$ cat config.mk
export PLATFORM = sky130hd
export DESIGN_NAME = battery_voltage_trimmed_mean_filter_core
export DESIGN_NICKNAME = d
export VERILOG_FILES = /design/src/sv/trm_pkg.sv /design/src/sv/trm_ram.sv /design/src/sv/trm_div.sv /design/src/sv/battery_voltage_trimmed_mean_filter_core.sv
export SDC_FILE = /design/constraint.sdc
export NUM_CORES = 1
export LEC_CHECK = 0
export BUFFER_PORTS_ARGS = -buffer_cell sky130_fd_sc_hd__clkbuf_2
export CORE_ASPECT_RATIO = 0.6
export CORE_MARGIN = 2
export CORE_UTILIZATION = 64
export CTS_CLUSTER_DIAMETER = 120
export CTS_CLUSTER_SIZE = 30
export DETAILED_ROUTE_END_ITERATION = 12
export GPL_ROUTABILITY_DRIVEN = 0
export PLACE_DENSITY_LB_ADDON = 0.25
export SETUP_SLACK_MARGIN = 0.2
export SKIP_LAST_GASP = 1
export SLEW_MARGIN = 20
export SYNTH_ARGS = -nofsm -noshare
export SYNTH_HDL_FRONTEND = slang
export SYNTH_SLANG_ARGS = --single-unit
$ cat constraint.sdc
create_clock -name clk -period 6.3 [get_ports clk]
set_input_delay 1.26 -clock clk [delete_from_list [all_inputs] [get_ports clk]]
set_output_delay 1.26 -clock clk [all_outputs]
set_load 0.1 [all_outputs]
$ cat src/sv/trm_pkg.sv
// ----------------------------------------------------------------------------
// trm_pkg: shared types and constants for the battery trimmed-mean filter
// Sample width, scale register limits, decivolt reciprocal and FSM states.
// ----------------------------------------------------------------------------
`default_nettype none

package trm_pkg;

    localparam int SAMPLE_W = 12;
    localparam int SCALE_W  = 17;
    localparam int MV_W     = 17;
    localparam int DV_W     = 10;
    localparam int HELD_W   = 4;

    localparam logic [SCALE_W-1:0] SCALE_MIN   = 17'd65100;
    localparam logic [SCALE_W-1:0] SCALE_MAX   = 17'd73500;
    localparam logic [SCALE_W-1:0] SCALE_RESET = 17'd69300;

    // Millivolts carry a 12-bit fraction shift after the scale multiply.
    localparam int MV_SHIFT = 12;

    // mv / 100 == (mv * 83887) >> 23 for every mv below 91180.
    localparam logic [MV_W-1:0] DECI_RECIP = 17'd83887;
    localparam int              DECI_SHIFT = 23;

    typedef enum logic [6:0] {
        S_IDLE  = 7'b0000001,
        S_SCAN  = 7'b0000010,
        S_DRAIN = 7'b0000100,
        S_TRIM  = 7'b0001000,
        S_DIV   = 7'b0010000,
        S_MUL   = 7'b0100000,
        S_DEC   = 7'b1000000
    } state_t;

endpackage

`default_nettype wire

$ cat src/sv/trm_ram.sv
// ----------------------------------------------------------------------------
// trm_ram: generic simple dual-port RAM
// One write port, one read port, read data registered.
// ----------------------------------------------------------------------------
`default_nettype none

module trm_ram #(
    parameter int WIDTH = 12,
    parameter int DEPTH = 10
) (
    input  wire                      clk,
    input  wire                      we,
    input  wire  [$clog2(DEPTH)-1:0] waddr,
    input  wire  [WIDTH-1:0]         wdata,
    input  wire  [$clog2(DEPTH)-1:0] raddr,
    output logic [WIDTH-1:0]         rdata
);

    logic [WIDTH-1:0] mem [DEPTH];

    always_ff @(posedge clk)
    begin
        if (we)
        begin
            mem[waddr] <= wdata;
        end
        rdata <= mem[raddr];
    end

endmodule

`default_nettype wire

$ cat src/sv/trm_div.sv
// ----------------------------------------------------------------------------
// trm_div: iterative restoring divider
// One quotient bit per cycle; done pulses in the same cycle as the final quotient appears.
// ----------------------------------------------------------------------------
`default_nettype none

module trm_div #(
    parameter int NUM_W = 16,
    parameter int DEN_W = 4
) (
    input  wire              clk,
    input  wire              rst_n,
    input  wire              start,
    input  wire  [NUM_W-1:0] dividend,
    input  wire  [DEN_W-1:0] divisor,
    output logic             done,
    output logic [NUM_W-1:0] quotient
);

    localparam int STEP_W = $clog2(NUM_W + 1);

    logic              busy_reg;
    logic              done_reg;
    logic [STEP_W-1:0] step_reg;
    logic [DEN_W-1:0]  den_reg;
    logic [DEN_W-1:0]  rem_reg;
    logic [NUM_W-1:0]  quo_reg;

    logic [DEN_W:0]    trial;
    logic              fits;
    logic [DEN_W:0]    diff;
    logic [DEN_W-1:0]  rem_next;

    always_comb
    begin
        trial    = {rem_reg, quo_reg[NUM_W-1]};
        fits     = trial >= {1'b0, den_reg};
        diff     = trial - {1'b0, den_reg};
        // without a subtract the trial is below the divisor and fits DEN_W bits
        rem_next = fits ? diff[DEN_W-1:0] : trial[DEN_W-1:0];
    end

    always_ff @(posedge clk or negedge rst_n)
    begin
        if (!rst_n)
        begin
            busy_reg <= 1'b0;
            done_reg <= 1'b0;
            step_reg <= '0;
        end
        else
        begin
            done_reg <= 1'b0;
            if (start)
            begin
                busy_reg <= 1'b1;
                step_reg <= '0;
            end
            else if (busy_reg)
            begin
                step_reg <= step_reg + 1'b1;
                if (step_reg == STEP_W'(NUM_W - 1))
                begin
                    busy_reg <= 1'b0;
                    done_reg <= 1'b1;
                end
            end
        end
    end

    always_ff @(posedge clk)
    begin
        if (start)
        begin
            den_reg <= divisor;
            rem_reg <= '0;
            quo_reg <= dividend;
        end
        else if (busy_reg)
        begin
            rem_reg <= rem_next;
            quo_reg <= {quo_reg[NUM_W-2:0], fits};
        end
    end

    assign done     = done_reg;
    assign quotient = quo_reg;

endmodule

`default_nettype wire

$ cat src/sv/battery_voltage_trimmed_mean_filter_core.sv
// ----------------------------------------------------------------------------
// battery_voltage_trimmed_mean_filter_core: trimmed-mean battery ADC filter
// Ring of ADC samples in RAM, pass-through, mean or trimmed mean, scaling to mV and dV.
// ----------------------------------------------------------------------------
// Each accepted sample is written into a RING_DEPTH-entry ring RAM. While
// fewer than MIN_FOR_MEAN samples are held the sample is passed through; the
// result is registered through the S_MUL and S_DEC states into the output
// register, S_DEC waiting until the output is free. Otherwise the stored
// entries are read back one per cycle (the single RAM read port sets this),
// summed and tracked for min/max, then divided by an iterative divider that
// produces one quotient bit per cycle; the sum is SUM_W bits wide, 16 for the
// default ten-entry ring. One item is processed at a time; a finished result
// waits in the output register while the next sample is already taken in.
// The scale register may be written at any time the block is idle; values
// outside 65100..73500 are ignored.
`default_nettype none

module battery_voltage_trimmed_mean_filter_core #(
    parameter int RING_DEPTH   = 10,
    parameter int MIN_FOR_MEAN = 3
) (
    input  wire                             clk,
    input  wire                             rst_n,

    input  wire                             cfg_valid,
    output logic                            cfg_ready,
    input  wire  [trm_pkg::SCALE_W-1:0]     cfg_data,

    input  wire                             in_valid,
    output logic                            in_ready,
    input  wire  [trm_pkg::SAMPLE_W-1:0]    raw_sample,

    output logic                            out_valid,
    input  wire                             out_ready,
    output logic [trm_pkg::SAMPLE_W-1:0]    filtered_sample,
    output logic [trm_pkg::MV_W-1:0]        battery_millivolts,
    output logic [trm_pkg::DV_W-1:0]        battery_decivolts,
    output logic [trm_pkg::HELD_W-1:0]      samples_held
);

    localparam int SW     = trm_pkg::SAMPLE_W;
    localparam int IDX_W  = $clog2(RING_DEPTH);
    localparam int CNT_W  = $clog2(RING_DEPTH + 1);
    localparam int SUM_W  = SW + $clog2(RING_DEPTH);
    localparam int PROD_W = SW + trm_pkg::SCALE_W;
    localparam int DPRD_W = 2 * trm_pkg::MV_W;

    trm_pkg::state_t state_reg, state_next;

    logic [trm_pkg::SCALE_W-1:0] scale_reg;
    logic [IDX_W-1:0]            wpos_reg;
    logic [CNT_W-1:0]            cnt_reg;
    logic [IDX_W-1:0]            rd_idx_reg;
    logic                        rvalid_reg;
    logic [SUM_W-1:0]            sum_reg;
    logic [SW-1:0]               min_reg;
    logic [SW-1:0]               max_reg;
    logic [SW-1:0]               filt_reg;
    logic [trm_pkg::MV_W-1:0]    mv_reg;

    logic                        out_valid_reg;
    logic [SW-1:0]               out_filt_reg;
    logic [trm_pkg::MV_W-1:0]    out_mv_reg;
    logic [trm_pkg::DV_W-1:0]    out_dv_reg;
    logic [trm_pkg::HELD_W-1:0]  out_held_reg;

    logic                        in_xfer;
    logic [CNT_W-1:0]            cnt_next;
    logic [IDX_W-1:0]            wpos_next;
    logic                        ring_full;
    logic [SW-1:0]               rdata;
    logic [SUM_W-1:0]            dividend;
    logic [CNT_W-1:0]            divisor;
    logic                        div_start;
    logic                        div_done;
    logic [SUM_W-1:0]            quotient;
    logic                        out_free;
    logic [PROD_W-1:0]           mv_prod;
    logic [DPRD_W-1:0]           dv_prod;

    assign cfg_ready = 1'b1;
    assign in_ready  = (state_reg == trm_pkg::S_IDLE);
    assign in_xfer   = in_valid && in_ready;
    assign out_free  = !out_valid_reg || out_ready;
    assign ring_full = (cnt_reg == CNT_W'(RING_DEPTH));

    always_comb
    begin
        cnt_next  = (cnt_reg == CNT_W'(RING_DEPTH)) ? cnt_reg : cnt_reg + 1'b1;
        wpos_next = (wpos_reg == IDX_W'(RING_DEPTH - 1)) ? '0 : wpos_reg + 1'b1;
        // drop one min and one max when the ring is full
        dividend  = ring_full ? (sum_reg - SUM_W'(min_reg) - SUM_W'(max_reg)) : sum_reg;
        divisor   = ring_full ? CNT_W'(RING_DEPTH - 2) : cnt_reg;
        div_start = (state_reg == trm_pkg::S_TRIM);
        mv_prod   = PROD_W'(filt_reg) * PROD_W'(scale_reg);
        dv_prod   = DPRD_W'(mv_reg) * DPRD_W'(trm_pkg::DECI_RECIP);
    end

    trm_ram #(
        .WIDTH (SW),
        .DEPTH (RING_DEPTH)
    ) u_ring (
        .clk   (clk),
        .we    (in_xfer),
        .waddr (wpos_reg),
        .wdata (raw_sample),
        .raddr (rd_idx_reg),
        .rdata (rdata)
    );

    trm_div #(
        .NUM_W (SUM_W),
        .DEN_W (CNT_W)
    ) u_div (
        .clk      (clk),
        .rst_n    (rst_n),
        .start    (div_start),
        .dividend (dividend),
        .divisor  (divisor),
        .done     (div_done),
        .quotient (quotient)
    );

    always_comb
    begin
        state_next = state_reg;
        case (state_reg)
            trm_pkg::S_IDLE:
            begin
                if (in_xfer)
                begin
                    state_next = (cnt_next < CNT_W'(MIN_FOR_MEAN)) ? trm_pkg::S_MUL
                                                                   : trm_pkg::S_SCAN;
                end
            end
            trm_pkg::S_SCAN:
            begin
                if (rd_idx_reg == IDX_W'(cnt_reg - 1'b1))
                begin
                    state_next = trm_pkg::S_DRAIN;
                end
            end
            trm_pkg::S_DRAIN: state_next = trm_pkg::S_TRIM;
            trm_pkg::S_TRIM:  state_next = trm_pkg::S_DIV;
            trm_pkg::S_DIV:
            begin
                if (div_done)
                begin
                    state_next = trm_pkg::S_MUL;
                end
            end
            trm_pkg::S_MUL:   state_next = trm_pkg::S_DEC;
            trm_pkg::S_DEC:
            begin
                if (out_free)
                begin
                    state_next = trm_pkg::S_IDLE;
                end
            end
            default:          state_next = trm_pkg::S_IDLE;
        endcase
    end

    always_ff @(posedge clk or negedge rst_n)
    begin
        if (!rst_n)
        begin
            state_reg     <= trm_pkg::S_IDLE;
            scale_reg     <= trm_pkg::SCALE_RESET;
            wpos_reg      <= '0;
            cnt_reg       <= '0;
            rd_idx_reg    <= '0;
            rvalid_reg    <= 1'b0;
            out_valid_reg <= 1'b0;
        end
        else
        begin
            state_reg  <= state_next;
            rvalid_reg <= (state_reg == trm_pkg::S_SCAN);

            if (cfg_valid && cfg_ready
                && cfg_data >= trm_pkg::SCALE_MIN && cfg_data <= trm_pkg::SCALE_MAX)
            begin
                scale_reg <= cfg_data;
            end

            if (in_xfer)
            begin
                wpos_reg   <= wpos_next;
                cnt_reg    <= cnt_next;
                rd_idx_reg <= '0;
            end
            else if (state_reg == trm_pkg::S_SCAN)
            begin
                rd_idx_reg <= rd_idx_reg + 1'b1;
            end

            if (state_reg == trm_pkg::S_DEC && out_free)
            begin
                out_valid_reg <= 1'b1;
            end
            else if (out_ready)
            begin
                out_valid_reg <= 1'b0;
            end
        end
    end

    // datapath registers: no reset needed
    always_ff @(posedge clk)
    begin
        if (in_xfer)
        begin
            sum_reg  <= '0;
            min_reg  <= '1;
            max_reg  <= '0;
            filt_reg <= raw_sample;
        end
        else if (rvalid_reg)
        begin
            sum_reg <= sum_reg + SUM_W'(rdata);
            if (rdata < min_reg)
            begin
                min_reg <= rdata;
            end
            if (rdata > max_reg)
            begin
                max_reg <= rdata;
            end
        end
        else if (state_reg == trm_pkg::S_DIV && div_done)
        begin
            filt_reg <= quotient[SW-1:0];
        end

        if (state_reg == trm_pkg::S_MUL)
        begin
            mv_reg <= mv_prod[trm_pkg::MV_SHIFT +: trm_pkg::MV_W];
        end

        if (state_reg == trm_pkg::S_DEC && out_free)
        begin
            out_filt_reg <= filt_reg;
            out_mv_reg   <= mv_reg;
            out_dv_reg   <= dv_prod[trm_pkg::DECI_SHIFT +: trm_pkg::DV_W];
            out_held_reg <= trm_pkg::HELD_W'(cnt_reg);
        end
    end

    assign out_valid          = out_valid_reg;
    assign filtered_sample    = out_filt_reg;
    assign battery_millivolts = out_mv_reg;
    assign battery_decivolts  = out_dv_reg;
    assign samples_held       = out_held_reg;

endmodule

`default_nettype wire
==> reports/results.tsv <==
metric	value	unit
status	finished, final reports clean	
grt_overflow	0	
cts-htree-levels	1	
crit_cells	21	
cts_tree	built	
grt_usage	29.7	%
antenna_found_initial	3	
routed_wl	61600	microns
numCtsBuffers	14	
vias	17600	
slew_headroom	28.6	%
synth-async-reset-ratio	14.4	%
drv_cap	0	
synth_cells	2409	
crit_end	battery_decivolts[9]	
regMostFlops	u_ring.mem	
rr_endpoint	battery_decivolts[9]	
ant_nets	0	
synth-adder-area-share	34.8	%
die_area	42500	sq um
seq_area_frac_synth	33.0	%
layout-drive-gt1-share	9.00	%
grt_max_degree	50	
cts_root_buf	clkbuf_16	
synth_top_area_share	24.4	%
syn_area	26100	sq um
worst-path-max-fanout	7	
rrSetupSlack	490	ps
die_w	265	microns
start_util	64.7	%
grt_pass1_wl	97700	microns
required	6590	ps
synthXorXnorAreaFrac	2.01	%
tightest_slew	1070	ps
portBuffers	78	
muxShareOfSynthArea	4.13	%
fillCellCount	2947	
cp-start-kind	flip-flop	
largest_reg_flops	120	
fmax	0.172	GHz
routed.top_layer	met5	
utilization	68.5	%
synth_edf_count	212	
rsz0062_at_grt	no	
cts-resized-gates	0	
core	40400	sq um
synth-main-ff-cell	edfxtp_1	
hold_path.class	flip-flop to flip-flop	
die_h	160	microns
multi_input_area	15400	sq um
worst_clock_skew	28.2	ps
clk_path_buf_depth	3	
syn-num-nets	3000	
hold_violations	0	
ff_latch_area	8630	sq um
crit_buf_inv	6	
clk_pin_slew	130	ps
reg2reg_depth	21	
wl_met1	28400	microns
cp_cell_sequence	inv_1, fa_1, inv_1, ha_1, inv_1, fa_1, inv_1, fa_1, fa_1, inv_1, fa_1, inv_1, ha_1, a211oi_1, o21ai_0, o21ai_0, o211ai_1, o31ai_4, o21ai_1, a31oi_1, xnor2_1	
avgSynthCellArea	10.8	sq um
dp_cells	2968	
vias_per_cell	5.86	
fin_setup_tns	0	ps
r2r-start	mv_reg[4]	
fin_crit	5810	ps
cts_hold_buffers	0	
path_common_cell	inv_1	
startpoint	mv_reg[4]	
drc	0	
finalCritPeriodShare	92.2	%
fin_nets	3062	
setup-violations-final	0	
crit_family	adder cells	
synth_cell_types	86	
yosys.area.top_type	edfxtp_1	
cts.sinks	313	
crit_type	flip-flop to flip-flop	
drtIter0Drc	1686	
wl_met2	25700	microns
finalMaxSlewViolations	0	
end_kind	flip-flop	
worstPathArrival	6100	ps
hold_ws	508	ps
yosys.area_share.simple	10.8	%
routedWlPerCell	20.5	microns
grt_pass1_vias	17900	
ys_warn_count	0	
worstSkewPairLatency	530	ps
worstHoldStart	min_reg[10]	
synth_compound_area_share	6.90	%
io-pin-count	80	
syn2layout_area_growth	5.83	%
cp_slowest_cell	fa_1	
synth_top_family_by_area	adder cells	
synth_seq_cells	313	
layoutNonFillerInstCount	3010	
dp_hpwl	48400	microns
dr.pass1.iters	5	
antennaDiodeCount	0	
met3WireLength	6640	microns
slowest_delay	580	ps
std_cell_rows	57	
yosys-top-cells-area	edfxtp_1 (24%), fa_1 (22%), ha_1 (13%)	
## worst reg2reg max path, delay by kind of cell (launching register included)
kind | cells | cell delay (ps)
flops | 1 | 550
compound gates | 7 | 1340
buf+inv | 6 | 550
xor+xnor | 1 | 90
fa+ha+maj | 7 | 3050
## routing by layer
metal  vias to the layer above  global-route usage [%]
met2                       798                    42.6
met4                         4                    4.70
met3                        64                    7.57
li1                       7999                       -
met1                      8771                    46.4
met5                         -                       0
## layout by cell type (no fill, tap or decap), types with 56 or more instances in the layout
| cell | n |
|---|---|
| nor2_1 | 81 |
| inv_1 | 476 |
| dfxtp_1 | 56 |
| a21oi_1 | 61 |
| edfxtp_1 | 212 |
| nand2_1 | 239 |
| and2_1 | 75 |
| ha_1 | 273 |
| clkbuf_2 | 78 |
| fa_1 | 284 |
## what timing repair did
item                                    in CTS  in global routing
endpoints found under the hold margin        0                  0
endpoints found under the setup margin       0                  6
buffers inserted                             0                 18
## cells by family after synthesis
family,Yosys count
other cells,1
mux,76
flops,313
compound gates,263
xor+xnor,60
fa+ha+maj,557
simple gates,579
buf+inv,560
## worst min-delay path by stage
stage | depth (start not counted) | slack, ps | to
2_1_floorplan | 0 | 420 | samples_held[2]
3_3_place_gp | 2 | 480 | max_reg[3]
3_5_place_dp | 2 | 490 | min_reg[2]
4_1_cts | 2 | 510 | min_reg[8]
5_1_grt | 2 | 540 | max_reg[10]
6_report | 2 | 510 | min_reg[10]
## per-stage QoR
stage                     setup WS [ps]  cell area, sq um
final                               489             27600
after global routing                198             27600
after CTS                           383             27500
after detailed placement            391             27100
after global placement              528             27100
after floorplan                     835             26100
## cell usage after synthesis (all sizes together) (25+ instances only)
| library cell | instances |
|---|---|
| ha | 273 |
| nor2 | 82 |
| xnor2 | 35 |
| edfxtp | 212 |
| o21ai | 62 |
| a21o | 27 |
| clkbuf | 63 |
| fa | 284 |
| xor2 | 25 |
| and2 | 76 |
| mux2i | 37 |
| dfrtp | 36 |
| nor3 | 31 |
| nor2b | 25 |
| inv | 477 |
| nand2 | 241 |
| nand3 | 39 |
| a21oi | 62 |
| a211oi | 26 |
| dfxtp | 56 |
## layout make-up
class | count | area share, %
Multi-Input combinational cell | 1536 | 55.5
Sequential cell | 313 | 31.2
Inverter | 477 | 6.48
Timing Repair Buffer | 129 | 2.80
Tap cell | 531 | 2.40
Clock buffer | 22 | 1.45
Clock inverter | 2 | 0.122
Power is left out: the tool's default activity adds up to more than one toggle a clock period on the data nets, which glitch-free logic cannot reach.
